$ cat config.mk
export PLATFORM = sky130hd
export DESIGN_NAME = http_response_framer
export DESIGN_NICKNAME = d
export VERILOG_FILES = /design/src/hdl/hrf_pkg.sv /design/src/hdl/hrf_head.sv /design/src/hdl/hrf_chunk.sv /design/src/hdl/http_response_framer.sv
export VERILOG_INCLUDE_DIRS = /design/src /design/src/hdl
export SDC_FILE = /design/constraint.sdc
export NUM_CORES = 1
export LEC_CHECK = 0
export BUFFER_PORTS_ARGS = -buffer_cell sky130_fd_sc_hd__buf_2
export CORE_MARGIN = 2
export CORE_UTILIZATION = 57
export DETAILED_ROUTE_END_ITERATION = 10
export HOLD_SLACK_MARGIN = 0.03
export PLACE_DENSITY_LB_ADDON = 0.25
export RECOVER_POWER = 50
export REMOVE_ABC_BUFFERS = 1
export SLEW_MARGIN = 25
export SYNTH_ARGS = -nofsm -noshare
export SYNTH_HDL_FRONTEND = slang
export SYNTH_SLANG_ARGS = --single-unit
$ cat constraint.sdc
create_clock -name clk -period 5.74 [get_ports clk]
set_clock_uncertainty 0.1 [all_clocks]
set_input_delay 0.287 -clock clk [delete_from_list [all_inputs] [get_ports clk]]
set_output_delay 0.287 -clock clk [all_outputs]
set_load 0.05 [all_outputs]
$ cat src/hdl/assert_macros.svh
// Assertion macros for the RTL files; included by http_response_framer.sv.
`ifndef ASSERT_MACROS_SVH
`define ASSERT_MACROS_SVH

// Check that cons holds in the same cycle as ante.
`define HRF_ASSERT_SAME(label, ante, cons, msg) \
  label: assert property (@(posedge clk) disable iff (rst) (ante) |-> (cons)) else $error(msg);

// Check that cons holds in the cycle after ante.
`define HRF_ASSERT_NEXT(label, ante, cons, msg) \
  label: assert property (@(posedge clk) disable iff (rst) (ante) |=> (cons)) else $error(msg);

`endif

$ cat src/hdl/hrf_pkg.sv
`default_nettype none
package hrf_pkg;

  typedef struct packed {
    logic       kind;
    logic [7:0] in_byte;
  } hrf_in_t;

  typedef struct packed {
    logic        consumed;
    logic        body_valid;
    logic [7:0]  body_byte;
    logic        head_done;
    logic        done_res;
    logic [1:0]  error_code;
    logic [9:0]  status_code;
    logic        length_known;
    logic [39:0] content_length;
    logic        is_chunked;
    logic        close_after;
    logic [19:0] retry_seconds;
  } hrf_out_t;

  typedef struct packed {
    logic [9:0]  status;
    logic        known;
    logic [39:0] length;
    logic        chunked;
    logic        close_req;
    logic [19:0] retry;
  } hrf_head_res_t;

  typedef enum logic [2:0] {
    PH_HEAD, PH_LEN, PH_CHUNK, PH_CLOSE, PH_DONE
  } hrf_phase_t;

  typedef enum logic [2:0] {
    EV_NONE, EV_BAD, EV_LEN, EV_CHUNK, EV_CLOSE, EV_DONE
  } hrf_ev_t;

  typedef enum logic [2:0] {
    CK_SIZE, CK_EXT, CK_SIZE_LF, CK_DATA, CK_DATA_CR, CK_DATA_LF, CK_TRAILER
  } hrf_ck_t;

  typedef enum logic [2:0] {
    CKR_TAKE, CKR_DATA, CKR_END, CKR_BAD, CKR_BIG
  } hrf_ck_res_t;

  typedef enum logic [2:0] {
    HDR_CLEN, HDR_TE, HDR_CONN, HDR_RETRY, HDR_NONE
  } hrf_hdr_t;

  typedef enum logic [1:0] {
    LP_SKIP, LP_TOKEN, LP_AFTER
  } hrf_lp_t;

  typedef struct packed {
    logic        first_line;
    logic        bad;
    logic        v10;
    logic        cr_wait;
    logic        in_value;
    logic        val_started;
    logic        ws_wait;
    logic        broken;
    logic        tok_miss;
    logic        found;
    logic [4:0]  name_pos;
    logic [3:0]  cands;
    hrf_hdr_t    hdr;
    logic [3:0]  digits;
    hrf_lp_t     list_ph;
    logic [2:0]  tok_pos;
    logic [39:0] num;
  } hrf_scan_t;

  localparam logic [1:0] ERR_NONE = 2'd0;
  localparam logic [1:0] ERR_BAD  = 2'd1;
  localparam logic [1:0] ERR_BIG  = 2'd2;

  localparam logic [7:0] CH_LF    = 8'h0A;
  localparam logic [7:0] CH_CR    = 8'h0D;
  localparam logic [7:0] CH_SP    = 8'h20;
  localparam logic [7:0] CH_TAB   = 8'h09;
  localparam logic [7:0] CH_COLON = 8'h3A;
  localparam logic [7:0] CH_COMMA = 8'h2C;
  localparam logic [7:0] CH_SEMI  = 8'h3B;

  function automatic logic is_sp(input logic [7:0] c);
    return (c == CH_SP) || (c == CH_TAB);
  endfunction

  function automatic logic is_dig(input logic [7:0] c);
    return (c >= 8'h30) && (c <= 8'h39);
  endfunction

  function automatic logic [7:0] to_low(input logic [7:0] c);
    return ((c >= 8'h41) && (c <= 8'h5A)) ? c + 8'd32 : c;
  endfunction

endpackage
`default_nettype wire

$ cat src/hdl/hrf_head.sv
`default_nettype none
module hrf_head import hrf_pkg::*; #(
  parameter int HEAD_BYTES_MAX = 4096
) (
  input  logic          clk,
  input  logic          rst,
  input  logic          restart,
  input  logic          step,
  input  logic [7:0]    c,
  output logic          full,
  output hrf_ev_t       ev,
  output hrf_head_res_t res_next,
  output logic [39:0]   body_len
);

  localparam int HC_W = $clog2(HEAD_BYTES_MAX);

  localparam logic [8*17-1:0] HN_CLEN  = {"content-length", 24'h0};
  localparam logic [8*17-1:0] HN_TE    = "transfer-encoding";
  localparam logic [8*17-1:0] HN_CONN  = {"connection", 56'h0};
  localparam logic [8*17-1:0] HN_RETRY = {"retry-after", 48'h0};
  localparam logic [4:0] HDR_LEN [4] = '{5'd14, 5'd17, 5'd10, 5'd11};
  localparam logic [55:0] LEAD      = "http/1.";
  localparam logic [55:0] W_CHUNKED = "chunked";
  localparam logic [39:0] W_CLOSE   = "close";

  logic [HC_W-1:0] head_count, head_count_next;
  logic [15:0]     recent, recent_next;
  hrf_scan_t       scan, scan_next;
  logic [9:0]      status, status_next;
  logic [40:0]     length, length_next;
  logic [1:0]      flags, flags_next;
  logic [19:0]     retry, retry_next;

  function automatic logic [7:0] name_char(input int i, input logic [4:0] pos);
    logic [8*17-1:0] w;
    logic [7:0]      r;
    case (i)
      0:       w = HN_CLEN;
      1:       w = HN_TE;
      2:       w = HN_CONN;
      default: w = HN_RETRY;
    endcase
    r = 8'h00;
    if (pos < 5'd17) r = w[8*(16 - int'(pos)) +: 8];
    return r;
  endfunction

  function automatic logic [7:0] word_char(input logic te, input logic [2:0] pos);
    logic [7:0] r;
    r = 8'h00;
    if (te && pos < 3'd7) r = W_CHUNKED[8*(6 - int'(pos)) +: 8];
    else if (!te && pos < 3'd5) r = W_CLOSE[8*(4 - int'(pos)) +: 8];
    return r;
  endfunction

  function automatic hrf_scan_t value_begin(input hrf_scan_t si);
    hrf_scan_t s;
    s = si;
    s.val_started = 1'b0;
    s.ws_wait     = 1'b0;
    s.broken      = 1'b0;
    s.tok_miss    = 1'b0;
    s.found       = 1'b0;
    s.digits      = 4'd0;
    s.num         = 40'd0;
    s.list_ph     = LP_SKIP;
    s.tok_pos     = 3'd0;
    return s;
  endfunction

  function automatic hrf_scan_t line_clear(input hrf_scan_t si);
    hrf_scan_t s;
    s = value_begin(si);
    s.cr_wait  = 1'b0;
    s.in_value = 1'b0;
    s.name_pos = 5'd0;
    s.cands    = 4'hF;
    s.hdr      = HDR_NONE;
    return s;
  endfunction

  function automatic hrf_scan_t scan_init();
    hrf_scan_t s;
    s = '0;
    s.first_line = 1'b1;
    return line_clear(s);
  endfunction

  function automatic hrf_scan_t list_eval(input hrf_scan_t si);
    hrf_scan_t s;
    s = si;
    if (!s.tok_miss && s.tok_pos == ((s.hdr == HDR_TE) ? 3'd7 : 3'd5)) s.found = 1'b1;
    return s;
  endfunction

  function automatic hrf_scan_t num_char(input hrf_scan_t si, input logic [7:0] cc);
    hrf_scan_t   s;
    logic [39:0] t10;
    s   = si;
    t10 = (s.num << 3) + (s.num << 1) + {36'd0, cc[3:0]};
    if (is_sp(cc)) begin
      if (s.val_started) s.ws_wait = 1'b1;
    end else begin
      if (s.ws_wait) s.broken = 1'b1;
      s.val_started = 1'b1;
      if (s.hdr == HDR_CLEN) begin
        if (!is_dig(cc) || s.digits >= 4'd12) begin
          s.broken = 1'b1;
        end else begin
          s.num    = t10;
          s.digits = s.digits + 4'd1;
        end
      end else if (!s.broken) begin
        if (is_dig(cc) && s.num < 40'd100000) s.num = t10;
        else s.broken = 1'b1;
      end
    end
    return s;
  endfunction

  function automatic hrf_scan_t list_char(input hrf_scan_t si, input logic [7:0] cc);
    hrf_scan_t s;
    logic      te;
    logic      go;
    s  = si;
    te = (s.hdr == HDR_TE);
    go = 1'b1;
    if (s.list_ph == LP_AFTER) begin
      if (cc == CH_COMMA) s.list_ph = LP_SKIP;
      go = 1'b0;
    end else if (s.list_ph == LP_SKIP) begin
      if (is_sp(cc) || cc == CH_COMMA) begin
        go = 1'b0;
      end else if (cc == CH_SEMI) begin
        s.list_ph = LP_AFTER;
        go = 1'b0;
      end else begin
        s.list_ph  = LP_TOKEN;
        s.tok_pos  = 3'd0;
        s.tok_miss = 1'b0;
        s.ws_wait  = 1'b0;
      end
    end
    if (go) begin
      if (cc == CH_COMMA || cc == CH_SEMI) begin
        s = list_eval(s);
        s.list_ph = (cc == CH_COMMA) ? LP_SKIP : LP_AFTER;
      end else if (is_sp(cc)) begin
        s.ws_wait = 1'b1;
      end else begin
        if (s.ws_wait) s.tok_miss = 1'b1;
        if (s.tok_pos < (te ? 3'd7 : 3'd5) && to_low(cc) == word_char(te, s.tok_pos))
          s.tok_pos = s.tok_pos + 3'd1;
        else
          s.tok_miss = 1'b1;
      end
    end
    return s;
  endfunction

  function automatic hrf_scan_t content_char(input hrf_scan_t si, input logic [7:0] cc);
    hrf_scan_t s;
    s = si;
    if (s.in_value) begin
      if (s.hdr == HDR_CLEN || s.hdr == HDR_RETRY) s = num_char(s, cc);
      else if (s.hdr == HDR_TE || s.hdr == HDR_CONN) s = list_char(s, cc);
    end else if (cc == CH_COLON) begin
      if (s.name_pos == 5'd0) s.bad = 1'b1;
      s.hdr = HDR_NONE;
      for (int i = 0; i < 4; i++) begin
        if (s.cands[i] && s.name_pos == HDR_LEN[i]) s.hdr = hrf_hdr_t'(3'(i));
      end
      s.in_value = 1'b1;
      s = value_begin(s);
    end else begin
      if (cc < 8'h21 || cc > 8'h7E) s.bad = 1'b1;
      for (int i = 0; i < 4; i++) begin
        if (s.cands[i] && (s.name_pos >= HDR_LEN[i] ||
                           to_low(cc) != name_char(i, s.name_pos)))
          s.cands[i] = 1'b0;
      end
      if (s.name_pos < 5'd31) s.name_pos = s.name_pos + 5'd1;
    end
    return s;
  endfunction

  // Fold a held CR into the line as an ordinary content byte.
  function automatic hrf_scan_t cr_char(input hrf_scan_t si);
    hrf_scan_t s;
    s = si;
    if (s.in_value) begin
      if (s.hdr == HDR_CLEN || s.hdr == HDR_RETRY) begin
        s.val_started = 1'b1;
        s.broken      = 1'b1;
      end else if ((s.hdr == HDR_TE || s.hdr == HDR_CONN) && s.list_ph != LP_AFTER) begin
        if (s.list_ph == LP_SKIP) begin
          s.tok_pos = 3'd0;
          s.ws_wait = 1'b0;
        end
        s.list_ph  = LP_TOKEN;
        s.tok_miss = 1'b1;
      end
    end else begin
      s.bad   = 1'b1;
      s.cands = 4'h0;
      if (s.name_pos < 5'd31) s.name_pos = s.name_pos + 5'd1;
    end
    return s;
  endfunction

  logic        is_end;
  logic [3:0]  pos;
  logic [13:0] st_wide;

  assign full = head_count >= HC_W'(HEAD_BYTES_MAX - 1);
  assign is_end = (c == CH_LF) &&
                  ((head_count >= HC_W'(1) && recent[7:0] == CH_LF) ||
                   (head_count >= HC_W'(2) && recent[7:0] == CH_CR && recent[15:8] == CH_LF));
  assign pos = head_count[3:0];
  assign st_wide = ({4'd0, status} << 3) + ({4'd0, status} << 1) + {10'd0, c[3:0]};

  always_comb begin
    head_count_next = head_count;
    recent_next     = recent;
    scan_next       = scan;
    status_next     = status;
    length_next     = length;
    flags_next      = flags;
    retry_next      = retry;
    ev              = EV_NONE;
    if (restart) begin
      head_count_next = '0;
      recent_next     = '0;
      scan_next       = scan_init();
      status_next     = '0;
      length_next     = '0;
      flags_next      = '0;
      retry_next      = '0;
    end else if (step) begin
      head_count_next = head_count + HC_W'(1);
      recent_next     = {recent[7:0], c};
      if (is_end) begin
        if (scan.bad || status == 10'd101) begin
          ev = EV_BAD;
        end else begin
          flags_next = flags | {scan.v10, 1'b0};
          if (status < 10'd200) begin
            head_count_next = '0;
            recent_next     = '0;
            scan_next       = scan_init();
            status_next     = '0;
            length_next     = '0;
            flags_next      = '0;
            retry_next      = '0;
          end else if (status == 10'd204 || status == 10'd304 ||
                       (!flags_next[0] && length[40] && length[39:0] == 40'd0)) begin
            ev = EV_DONE;
          end else if (flags_next[0]) begin
            ev = EV_CHUNK;
          end else if (length[40]) begin
            ev = EV_LEN;
          end else begin
            ev = EV_CLOSE;
          end
        end
      end else if (scan.first_line) begin
        if (head_count < HC_W'(12)) begin
          if (pos < 4'd7) begin
            if (to_low(c) != LEAD[8*(6 - int'(pos)) +: 8]) scan_next.bad = 1'b1;
          end else if (pos == 4'd7) begin
            if (c == 8'h30) scan_next.v10 = 1'b1;
            else if (c != 8'h31) scan_next.bad = 1'b1;
          end else if (pos == 4'd8) begin
            if (c != CH_SP) scan_next.bad = 1'b1;
          end else if (!is_dig(c)) begin
            scan_next.bad = 1'b1;
          end else begin
            status_next = st_wide[9:0];
            if (pos == 4'd11 && status_next < 10'd100) scan_next.bad = 1'b1;
          end
        end
        if (c == CH_LF) begin
          scan_next = line_clear(scan_next);
          scan_next.first_line = 1'b0;
        end
      end else if (c == CH_LF) begin
        if (!scan_next.in_value) scan_next.bad = 1'b1;
        if (!scan_next.bad) begin
          case (scan_next.hdr)
            HDR_CLEN: begin
              if (scan_next.digits == 4'd0 || scan_next.broken)
                scan_next.bad = 1'b1;
              else if (length[40] && length[39:0] != scan_next.num)
                scan_next.bad = 1'b1;
              else
                length_next = {1'b1, scan_next.num};
            end
            HDR_TE, HDR_CONN: begin
              if (scan_next.list_ph == LP_TOKEN) scan_next = list_eval(scan_next);
              if (scan_next.hdr == HDR_TE) begin
                if (!scan_next.found) scan_next.bad = 1'b1;
                else flags_next[0] = 1'b1;
              end else if (scan_next.found) begin
                flags_next[1] = 1'b1;
              end
            end
            HDR_RETRY: retry_next = scan_next.broken ? 20'd0 : scan_next.num[19:0];
            default: ;
          endcase
        end
        scan_next = line_clear(scan_next);
      end else if (c == CH_CR) begin
        if (scan.cr_wait) scan_next = cr_char(scan_next);
        scan_next.cr_wait = 1'b1;
      end else begin
        if (scan.cr_wait) scan_next = cr_char(scan_next);
        scan_next.cr_wait = 1'b0;
        scan_next = content_char(scan_next, c);
      end
    end
  end

  always_ff @(posedge clk) begin
    if (rst) begin
      head_count <= '0;
      recent     <= '0;
      scan       <= scan_init();
      status     <= '0;
      length     <= '0;
      flags      <= '0;
      retry      <= '0;
    end else begin
      head_count <= head_count_next;
      recent     <= recent_next;
      scan       <= scan_next;
      status     <= status_next;
      length     <= length_next;
      flags      <= flags_next;
      retry      <= retry_next;
    end
  end

  assign res_next.status    = status_next;
  assign res_next.known     = length_next[40];
  assign res_next.length    = length_next[39:0];
  assign res_next.chunked   = flags_next[0];
  assign res_next.close_req = flags_next[1];
  assign res_next.retry     = retry_next;
  assign body_len           = length[39:0];

endmodule
`default_nettype wire

$ cat src/hdl/hrf_chunk.sv
`default_nettype none
module hrf_chunk import hrf_pkg::*; #(
  parameter int TRAILER_LINE_MAX = 1024
) (
  input  logic        clk,
  input  logic        rst,
  input  logic        restart,
  input  logic        step,
  input  logic [7:0]  c,
  output hrf_ck_res_t res
);

  localparam int LL_W = $clog2(TRAILER_LINE_MAX + 2);

  hrf_ck_t         ck, ck_next;
  logic [35:0]     left, left_next;
  logic [LL_W-1:0] ll, ll_next;

  logic            hex_ok;
  logic [3:0]      hex_v;
  logic            size_end;
  logic [35:0]     left_dec;
  logic [LL_W:0]   ll_inc;

  always_comb begin
    hex_ok = 1'b1;
    hex_v  = c[3:0];
    if (is_dig(c)) hex_v = c[3:0];
    else if (to_low(c) >= 8'h61 && to_low(c) <= 8'h66) hex_v = c[3:0] + 4'd9;
    else hex_ok = 1'b0;
  end

  assign left_dec = (left != 36'd0) ? left - 36'd1 : 36'd0;
  assign ll_inc   = {1'b0, ll} + (LL_W + 1)'(1);

  always_comb begin
    ck_next   = ck;
    left_next = left;
    ll_next   = ll;
    res       = CKR_TAKE;
    size_end  = 1'b0;
    if (restart) begin
      ck_next   = CK_SIZE;
      left_next = '0;
      ll_next   = '0;
    end else if (step) begin
      unique case (ck)
        CK_SIZE: begin
          if (hex_ok) begin
            if (left > 36'h0FFFFFFF) begin
              res = CKR_BAD;
            end else begin
              left_next = {left[31:0], hex_v};
              ll_next   = LL_W'(1);
            end
          end else if (ll == '0) begin
            res = CKR_BAD;
          end else if (c == CH_SEMI || is_sp(c)) begin
            ck_next = CK_EXT;
          end else if (c == CH_CR) begin
            ck_next = CK_SIZE_LF;
          end else if (c == CH_LF) begin
            size_end = 1'b1;
          end else begin
            res = CKR_BAD;
          end
        end
        CK_EXT: begin
          if (c == CH_CR) ck_next = CK_SIZE_LF;
          else if (c == CH_LF) size_end = 1'b1;
        end
        CK_SIZE_LF: begin
          if (c != CH_LF) res = CKR_BAD;
          else size_end = 1'b1;
        end
        CK_DATA: begin
          res       = CKR_DATA;
          left_next = left_dec;
          if (left_dec == 36'd0) ck_next = CK_DATA_CR;
        end
        CK_DATA_CR: begin
          if (c == CH_CR) ck_next = CK_DATA_LF;
          else if (c == CH_LF) ck_next = CK_SIZE;
          else res = CKR_BAD;
        end
        CK_DATA_LF: begin
          if (c != CH_LF) res = CKR_BAD;
          else ck_next = CK_SIZE;
        end
        CK_TRAILER: begin
          if (c == CH_LF) begin
            if (ll == '0) res = CKR_END;
            else ll_next = '0;
          end else if (c != CH_CR) begin
            ll_next = ll_inc[LL_W-1:0];
            if (ll_inc > (LL_W + 1)'(TRAILER_LINE_MAX)) res = CKR_BIG;
          end
        end
        default: res = CKR_BAD;
      endcase
      if (size_end) begin
        ll_next = '0;
        ck_next = (left != 36'd0) ? CK_DATA : CK_TRAILER;
      end
    end
  end

  always_ff @(posedge clk) begin
    if (rst) begin
      ck   <= CK_SIZE;
      left <= '0;
      ll   <= '0;
    end else begin
      ck   <= ck_next;
      left <= left_next;
      ll   <= ll_next;
    end
  end

endmodule
`default_nettype wire

$ cat src/hdl/http_response_framer.sv
// HTTP/1.x response framer.
// The req channel carries one transaction per received byte: kind 0 is a
// response byte, kind 1 restarts the parser for a new response. The rsp
// channel returns exactly one transaction per req transaction, in order: the
// consumed and body flags, the payload byte, header-done and done marks, the
// error code, and the decoded header fields once the final header is in.
// The result of an accepted byte is registered and shown on rsp from the
// next cycle. Throughput is one byte per cycle unless the receiver stalls;
// each byte is decoded in a single step before the result register, by the
// header scanner in the header phase or the chunk decoder in chunked bodies.
// While the receiver stalls, the result register holds its transaction and
// req is stalled only when that register is full and stalled.
// Reset (synchronous, active high) empties the result register and returns
// the parser to the status-line start with no error; a restart transaction
// also returns the parser there with no error and answers with an all-zero result.
// Errors stay until a restart. An until-close body ends only on restart.
`default_nettype none
`include "assert_macros.svh"
module http_response_framer import hrf_pkg::*; #(
  parameter int HEAD_BYTES_MAX   = 4096,
  parameter int TRAILER_LINE_MAX = 1024
) (
  input  logic     clk,
  input  logic     rst,
  input  logic     req_valid,
  output logic     req_stall,
  input  hrf_in_t  req,
  output logic     rsp_valid,
  input  logic     rsp_stall,
  output hrf_out_t rsp
);

  hrf_phase_t    phase, phase_next;
  logic [1:0]    error_flag, error_flag_next;
  logic [39:0]   body_count, body_count_next;
  hrf_out_t      res;

  logic          accept;
  logic          restart;
  logic          head_step;
  logic          chunk_step;
  logic          head_full;
  hrf_ev_t       ev;
  hrf_head_res_t hres;
  logic [39:0]   body_len;
  hrf_ck_res_t   ck_res;

  assign req_stall  = rsp_valid && rsp_stall;
  assign accept     = req_valid && !req_stall;
  assign restart    = accept && req.kind;
  assign head_step  = accept && !req.kind && error_flag == ERR_NONE &&
                      phase == PH_HEAD && !head_full;
  assign chunk_step = accept && !req.kind && error_flag == ERR_NONE && phase == PH_CHUNK;

  hrf_head #(
    .HEAD_BYTES_MAX(HEAD_BYTES_MAX)
  ) u_head (
    .clk      (clk),
    .rst      (rst),
    .restart  (restart),
    .step     (head_step),
    .c        (req.in_byte),
    .full     (head_full),
    .ev       (ev),
    .res_next (hres),
    .body_len (body_len)
  );

  hrf_chunk #(
    .TRAILER_LINE_MAX(TRAILER_LINE_MAX)
  ) u_chunk (
    .clk     (clk),
    .rst     (rst),
    .restart (restart),
    .step    (chunk_step),
    .c       (req.in_byte),
    .res     (ck_res)
  );

  always_comb begin
    phase_next      = phase;
    error_flag_next = error_flag;
    body_count_next = body_count;
    res             = '0;
    if (req.kind) begin
      phase_next      = PH_HEAD;
      error_flag_next = ERR_NONE;
      body_count_next = '0;
    end else if (error_flag == ERR_NONE) begin
      unique case (phase)
        PH_HEAD: begin
          if (head_full) begin
            error_flag_next = ERR_BIG;
          end else begin
            case (ev)
              EV_BAD:   error_flag_next = ERR_BAD;
              EV_LEN:   phase_next = PH_LEN;
              EV_CHUNK: phase_next = PH_CHUNK;
              EV_CLOSE: phase_next = PH_CLOSE;
              EV_DONE:  phase_next = PH_DONE;
              default:  ;
            endcase
            res.consumed  = (ev != EV_BAD);
            res.head_done = (ev == EV_LEN) || (ev == EV_CHUNK) ||
                            (ev == EV_CLOSE) || (ev == EV_DONE);
          end
        end
        PH_LEN: begin
          res.consumed    = 1'b1;
          res.body_valid  = 1'b1;
          body_count_next = body_count + 40'd1;
          if (body_count_next >= body_len) phase_next = PH_DONE;
        end
        PH_CHUNK: begin
          case (ck_res)
            CKR_BAD: error_flag_next = ERR_BAD;
            CKR_BIG: error_flag_next = ERR_BIG;
            CKR_END: phase_next = PH_DONE;
            default: ;
          endcase
          res.consumed   = (ck_res != CKR_BAD) && (ck_res != CKR_BIG);
          res.body_valid = (ck_res == CKR_DATA);
        end
        PH_CLOSE: begin
          res.consumed   = 1'b1;
          res.body_valid = 1'b1;
        end
        default: ;
      endcase
    end
    res.body_byte  = res.body_valid ? req.in_byte : 8'd0;
    res.done_res   = (phase_next == PH_DONE);
    res.error_code = error_flag_next;
    if (phase_next != PH_HEAD) begin
      res.status_code    = hres.status;
      res.length_known   = hres.known;
      res.content_length = hres.known ? hres.length : 40'd0;
      res.is_chunked     = hres.chunked;
      res.close_after    = hres.close_req;
      res.retry_seconds  = hres.retry;
    end
  end

  always_ff @(posedge clk) begin
    if (rst) begin
      phase      <= PH_HEAD;
      error_flag <= ERR_NONE;
      body_count <= '0;
      rsp_valid  <= 1'b0;
    end else begin
      if (accept) begin
        phase      <= phase_next;
        error_flag <= error_flag_next;
        body_count <= body_count_next;
        rsp_valid  <= 1'b1;
      end else if (!rsp_stall) begin
        rsp_valid  <= 1'b0;
      end
    end
  end

  always_ff @(posedge clk) begin
    if (accept) rsp <= res;
  end

  `HRF_ASSERT_NEXT(a_err_sticky, error_flag != ERR_NONE && !restart, error_flag == $past(error_flag), "error cleared without restart")
  `HRF_ASSERT_SAME(a_err_not_taken, rsp_valid && rsp.error_code != ERR_NONE, !rsp.consumed, "byte consumed with error")
  `HRF_ASSERT_SAME(a_body_taken, rsp_valid && rsp.body_valid, rsp.consumed, "body byte not consumed")
  `HRF_ASSERT_SAME(a_done_clean, phase == PH_DONE, error_flag == ERR_NONE, "error after completion")

endmodule
`default_nettype wire
==> results.json, run 1 <==
{
  "dr.pass1.iters": 6,
  "drv_cap": 2,
  "sw_frac_of_total_pct": 25.2,
  "synth_area_leaders": "dfxtp_1 (22%), edfxtp_1 (11%), ha_1 (7.9%)",
  "ios": 102,
  "htreeDepth": 2,
  "gp_congestion": 0.948,
  "num_vias": 23400,
  "tightest_slew_ns": 2.27,
  "grt_pass1_vias": 22300,
  "die_w_um": 210,
  "synth-edff-count": 87,
  "path_clk_slew_ns": 0.06,
  "yosys.area.top_type": "dfxtp_1",
  "die_y_um": 210,
  "drc_errors": 0,
  "ys_seq_elements": 355,
  "root_buffer": "clkbuf_16",
  "synthAdderAreaFrac_pct": 8.27,
  "worstPathArrival_ns": 5.61,
  "combPwrFrac_pct": 6.1,
  "crit_fanout": 34,
  "status": "complete, but fails checks",
  "drt-total-wl_um": 72500,
  "reg2reg_depth": 19,
  "antenna_found_initial": 2,
  "synth_area_um2": 24100,
  "relSlewSlack_pct": -51.2,
  "cellPowerDensity_nw_per_um2": 218,
  "crit_end": "rsp[18]$_SDFFCE_PN0P_",
  "synthArstFlopShare_pct": 0,
  "clk_path_buf_depth": 3,
  "nFillCells": 3711,
  "worstSetupPathType": "flip-flop to flip-flop",
  "required_ns": 6.02,
  "rows": 75,
  "internal_power_mw": 4.27,
  "clkLatencyLatePin_ns": 0.58,
  "synth_cell_types": 107,
  "nets": 3169,
  "initial_utilization_pct": 57.6,
  "syn_area_per_cell_um2": 8.04,
  "r2r-end": "rsp[18]$_SDFFCE_PN0P_",
  "final_max_slew_viol_count": 123,
  "synth_ff_type": "dfxtp_1",
  "synth_compound_area_share_pct": 21.4,
  "finalPower_mw": 5.71,
  "yosysWarnings": 0,
  "synth_top_area_share_pct": 22.3,
  "multi_input_area_um2": 15000,
  "clock.fmax_mhz": 188,
  "violations": "capacitance limit, slew limit",
  "p_seq_share_pct": 45.8,
  "netSwitchingPower_mw": 1.44,
  "die_area_um2": 44000,
  "startpoint_type": "flip-flop",
  "worstHoldPathCells": 2,
  "synth.cells.most_frequent": "nor2_1 (423), dfxtp_1 (268), a21oi_1 (215), nand2_1 (211), ha_1 (153)",
  "end_kind": "flip-flop",
  "core_um2": 41900,
  "clock-sinks": 355,
  "area_growth_pct": 8.74,
  "drt-wirelength-per-cell_um": 20.3,
  "drt_first_iter_violations": 2224,
  "min_period_ns": 5.33,
  "grt_max_degree": 82,
  "min_path_type": "input port to flip-flop",
  "cts_inserted_buffers": 40,
  "cts_tree": "done",
  "vdd_drop_max_mv": 0.189,
  "rr_startpoint": "body_count[5]$_SDFFE_PP0P_",
  "via_per_inst": 6.54,
  "cp-startpoint": "body_count[5]$_SDFFE_PP0P_",
  "grt_pass1_wl_um": 117000,
  "synth_xor_area_share_pct": 6.44,
  "reg2reg_slack_ns": 0.41,
  "muxShareOfSynthArea_pct": 1.19,
  "regArea_um2": 7980,
  "gr-total-overflow": 0,
  "finalSetupViolCount": 0,
  "fin_tns_setup_ns": 0,
  "port_buffers": 101,
  "yosys.area_share.simple_pct": 24.7,
  "track_usage_pct": 32.4,
  "layout_worst_path_cycle_share_pct": 92.8,
  "dp_hpwl_um": 51600,
  "synth_top_family_by_area": "simple AND/OR/NAND/NOR gates",
  "synthCells": 2999,
  "finalHoldViolCount": 0,
  "synth.most_common_cell": "nor2_1",
  "power_frac_clock_pct": 48.1,
  "ys_seq_area_share_pct": 33.1,
  "drive_gt1_share_pct": 5.81,
  "ant_nets": 0,
  "antennaDiodeCount": 0,
  "cellLeakagePower_nw": 9.81
}
## power by group through the flow
stage,clock network (mW),registers [mW],logic [mW]
detailed placement,0,2.67,0.351
finish,2.75,2.61,0.347
CTS,2.77,2.61,0.353
floorplan,0,2.77,0.119
global route,2.87,2.62,0.366
global placement,0,2.67,0.347
## how the worst min path moves through the flow
stage / startpoint / slack, ns / to
CTS: rsp_stall / 0.04 / rsp[22]$_SDFFCE_PN0P_
floorplan: rst / 0.26 / body_count[12]$_SDFFE_PP0P_
finish: rsp_stall / 0.05 / rsp[22]$_SDFFCE_PN0P_
global route: rsp_stall / 0.06 / rsp[22]$_SDFFCE_PN0P_
detailed placement: u_head.flags[1]$_SDFF_PP0_ / 0.35 / u_head.flags[1]$_SDFF_PP0_
global placement: u_head.scan[65]$_SDFFE_PP0P_ / 0.34 / u_head.scan[65]$_SDFFE_PP0P_
## cells by family after synthesis
logic type / after synthesis
simple gates: 1212
mux: 28
flops: 355
compound gates: 771
buf+inv: 301
fa+ha+maj: 157
xor+xnor: 175
## worst max-delay path, cell delays in order, from the launching register on
cell       delay, ns
dfxtp_1         0.44
and4_1          0.28
nand4_1         0.24
nor4_1          0.34
buf_4           0.19
nand3_1         0.14
nor2_2          0.28
nand3_1         0.16
xnor2_1         0.23
ha_1            0.30
a21o_1          0.16
a2111oi_0       0.40
o41ai_1         0.19
nor4b_1         0.43
o21ai_0         0.28
a21oi_2         0.30
a211oi_4        0.05
buf_4           0.17
buf_12          0.16
nor4_1          0.28
## metal layers
layer	track usage [%]	up-vias	part of all wire, %
met4	13.5	4	4.2
met2	54.9	976	48
met5	0	-	0.037
met1	41.4	11200	41
met3	4.71	206	6.5
li1	-	11000	-
## area by class of cell
type / instances / share of cell area, %
Sequential cell: 355 / 30.4
Inverter: 112 / 1.61
Multi-Input combinational cell: 2343 / 57.2
Clock buffer: 48 / 4.17
Timing Repair Buffer: 147 / 2.85
Clock inverter: 26 / 1.21
Tap cell: 539 / 2.57
## state kept, by name (all words and copies together), names as in the netlist, 3 cells and up, named ones only
register and flops:
rsp 87, u_head.scan 70, u_head.length 41, body_count 40, u_chunk.left 36, u_head.retry 20, u_head.recent 16, u_head.head_count 12
u_chunk.ll 11, u_head.status 10, phase 3, u_chunk.ck 3
## metrics by stage
step	hold slack (ns)	utilization, %	instances	cell area, um^2	setup WS [ns]
after floorplan	0.256	-	2810	23300	-3.14
after global placement	0.337	59.5	3491	24900	0.475
after detailed placement	0.347	59.5	3491	24900	0.326
after CTS	0.0374	62.9	3568	26300	0.297
after global routing	0.0636	62.6	3570	26200	-0.0105
final	0.0541	62.6	3570	26200	0.413
## repair_timing
item                                    CTS  global route
endpoints found under the hold margin     2             0
resized for setup                         0             2
hold buffers                              3             0
endpoints found under the setup margin    0            72
buffers inserted                          0             2
## cells in the final DEF, fill, tap and decap left out, drive strengths merged, types with 24 or more instances in the layout
cell type / n
inv: 107
a211oi: 24
nand4: 51
nand3: 83
xnor2: 95
a22oi: 102
nand2: 212
a21o: 30
ha: 153
or3: 31
buf: 47
nor3b: 37
nor2: 427
xor2: 80
nor3: 150
and2: 26
a31oi: 33
o21ai: 150
nor4: 64
dfxtp: 268
edfxtp: 87
a21oi: 216
and3: 38
clkbuf: 145
Note: power is estimated with default switching activity, not from simulation.
==> run 2, diff against run 1 <==
Settings changed: BUFFER_PORTS_ARGS -buffer_cell sky130_fd_sc_hd__buf_2 to -buffer_cell sky130_fd_sc_hd__buf_4.
==> run 2 against run 1 <==
- the flow still finishes with violations (capacitance limit, slew limit)
- power is 3.0% higher
- setup slack worse by 0.00065 ns
- highest routed layer is now met4
- sequential power hardly changed
==> results.json, run 2 (synthesized netlist as in run 1, its figures left out) <==
{
  "reg2reg_depth": 19,
  "die_area_um2": 44000,
  "largest_reg_flops": 87,
  "num_vias": 23300,
  "layout_commonest_cell": "nor2_1",
  "layout_worst_path_cycle_share_pct": 92.8,
  "drt_first_iter_violations": 2216,
  "final_max_slew_viol_count": 149,
  "track_usage_pct": 32.5,
  "crit_fanout": 36,
  "ant_nets": 0,
  "final_cell_mix": "nor2_1 (422), dfxtp_1 (268), a21oi_1 (215), nand2_1 (211), ha_1 (153)",
  "hold_start": "req[5]",
  "die_y_um": 210,
  "gr-total-overflow": 0,
  "drt-wirelength-per-cell_um": 20.7,
  "clk_path_buf_depth": 3,
  "grt_setup_unrepaired": "false",
  "fin_tns_setup_ns": 0,
  "dp_hpwl_um": 51500,
  "gp_congestion": 0.972,
  "clock-sinks": 355,
  "worstPathArrival_ns": 5.53,
  "min_path_type": "input port to flip-flop",
  "rr_startpoint": "body_count[5]$_SDFFE_PP0P_",
  "finalSetupViolCount": 0,
  "grt_pass1_wl_um": 117000,
  "area_growth_pct": 9.41,
  "cts_tree": "done",
  "regArea_um2": 7980,
  "dr.pass1.iters": 6,
  "sw_frac_of_total_pct": 24.6,
  "path_clk_slew_ns": 0.06,
  "port_buffers": 101,
  "clock.fmax_mhz": 188,
  "power_frac_clock_pct": 49.7,
  "drive_gt1_share_pct": 6.06,
  "finalHoldViolCount": 0,
  "worstHoldPathCells": 3,
  "tightest_slew_ns": 1.85,
  "worstSetupPathType": "flip-flop to flip-flop",
  "initial_utilization_pct": 57.6,
  "min_period_ns": 5.33,
  "largest-register": "rsp",
  "combPwrFrac_pct": 5.9,
  "internal_power_mw": 4.43,
  "nFillCells": 3706,
  "core_um2": 41900,
  "via_per_inst": 6.51,
  "rows": 75,
  "end_kind": "flip-flop",
  "multi_input_area_um2": 15000,
  "drv_cap": 1,
  "p_seq_share_pct": 44.4,
  "status": "complete, but fails checks",
  "drc_errors": 0,
  "cp-startpoint": "body_count[5]$_SDFFE_PP0P_",
  "antennaDiodeCount": 0,
  "cellLeakagePower_nw": 9.89,
  "startpoint_type": "flip-flop",
  "clkLatencyLatePin_ns": 0.59,
  "violations": "capacitance limit, slew limit",
  "root_buffer": "clkbuf_16",
  "htreeDepth": 2,
  "grt_pass1_vias": 21900,
  "netSwitchingPower_mw": 1.45,
  "grt_max_degree": 149,
  "drt-total-wl_um": 73900,
  "cts_inserted_buffers": 41,
  "final_util_pct": 63.0,
  "relSlewSlack_pct": -23.6,
  "cellPowerDensity_nw_per_um2": 223,
  "die_w_um": 210,
  "nets": 3173,
  "antenna_found_initial": 0,
  "ios": 102,
  "reg_top3": "rsp x87, u_head.scan x70, u_head.length x41",
  "vdd_drop_max_mv": 0.198,
  "hold_ws_ns": 0.0822,
  "required_ns": 5.94
}
==> run 2: changes by cell type in the layout (fill, tap and decap cells not counted), sizes merged <==
cell         before  now
clkbuf          145  140
bufinv            5    9
dlygate4sd3       3    6
buf              47   49
==> run 2: path summary, 6_finish.rpt <==
kind                                                       to  slack (ns)
worst min register to register   u_head.scan[68]$_SDFFE_PP0P_        0.36
worst max-delay path                    rsp[18]$_SDFFCE_PN0P_        0.41
worst min-delay path            u_head.recent[5]$_SDFFE_PP0P_        0.08
worst max register to register          rsp[18]$_SDFFCE_PN0P_        0.41
==> run 2: metrics by stage <==
| stage | area, um^2 | std cells | setup slack [ns] | power [mW] |
|---|---|---|---|---|
| 2_1_floorplan | 23300 | 2810 | -3.14 | 2.89 |
| 3_3_place_gp | 25100 | 3489 | 0.558 | 3.03 |
| 3_5_place_dp | 25100 | 3489 | 0.441 | 3.04 |
| 4_1_cts | 26700 | 3570 | 0.390 | 5.94 |
| 5_1_grt | 26400 | 3574 | 0.0103 | 6.03 |
| 6_report | 26400 | 3574 | 0.413 | 5.88 |
==> run 2: per-layer routing <==
| metal | GRT usage (%) | share of wire (%) | wire length (um) | vias up |
|---|---|---|---|---|
| li1 | - | - | - | 11000 |
| met1 | 42.2 | 42 | 30800 | 11100 |
| met2 | 54.0 | 47 | 34600 | 1024 |
| met3 | 4.80 | 7.2 | 5350 | 188 |
| met4 | 14.1 | 4.2 | 3120 | 0 |
| met5 | 0 | 0 | 0 | - |
==> run 2: area by class of cell <==
class | instances | area share (%)
clock inverter | 30 | 1.61
tap | 539 | 2.56
clock buffer | 45 | 4.07
inverter | 112 | 1.60
timing repair buffer | 150 | 3.14
multi-input combinational | 2343 | 56.8
sequential | 355 | 30.2
==> run 2: worst max-delay path, cell delays in order (launching register included) <==
cell and delay (ns):
dfxtp_1 0.43, and4_1 0.29, nand4_1 0.23, nor4_1 0.40, buf_4 0.20, nand3_1 0.19
nor2_4 0.22, nand3_1 0.12, xnor2_1 0.21, ha_1 0.28, a21o_1 0.16, a2111oi_0 0.39
o41ai_1 0.18, nor4b_1 0.38, o21ai_1 0.20, a21o_1 0.23, a211oi_4 0.27, buf_4 0.19
buf_12 0.23, nor4_1 0.09
==> run 2: power groups by stage <==
stage          Clock (mW)  Sequential [mW]  Combinational [mW]
6_report             2.92             2.61               0.349
5_1_grt              3.05             2.61               0.367
4_1_cts              2.95             2.61               0.375
3_5_place_dp            0             2.67               0.371
3_3_place_gp            0             2.67               0.367
2_1_floorplan           0             2.77               0.119
==> run 2: what timing repair did <==
item,4_1_cts,5_1_grt
endpoints found under the setup margin,0,73
resized for setup,0,6
hold buffers,6,0
hold endpoints to repair,9,0
buffers inserted,0,3
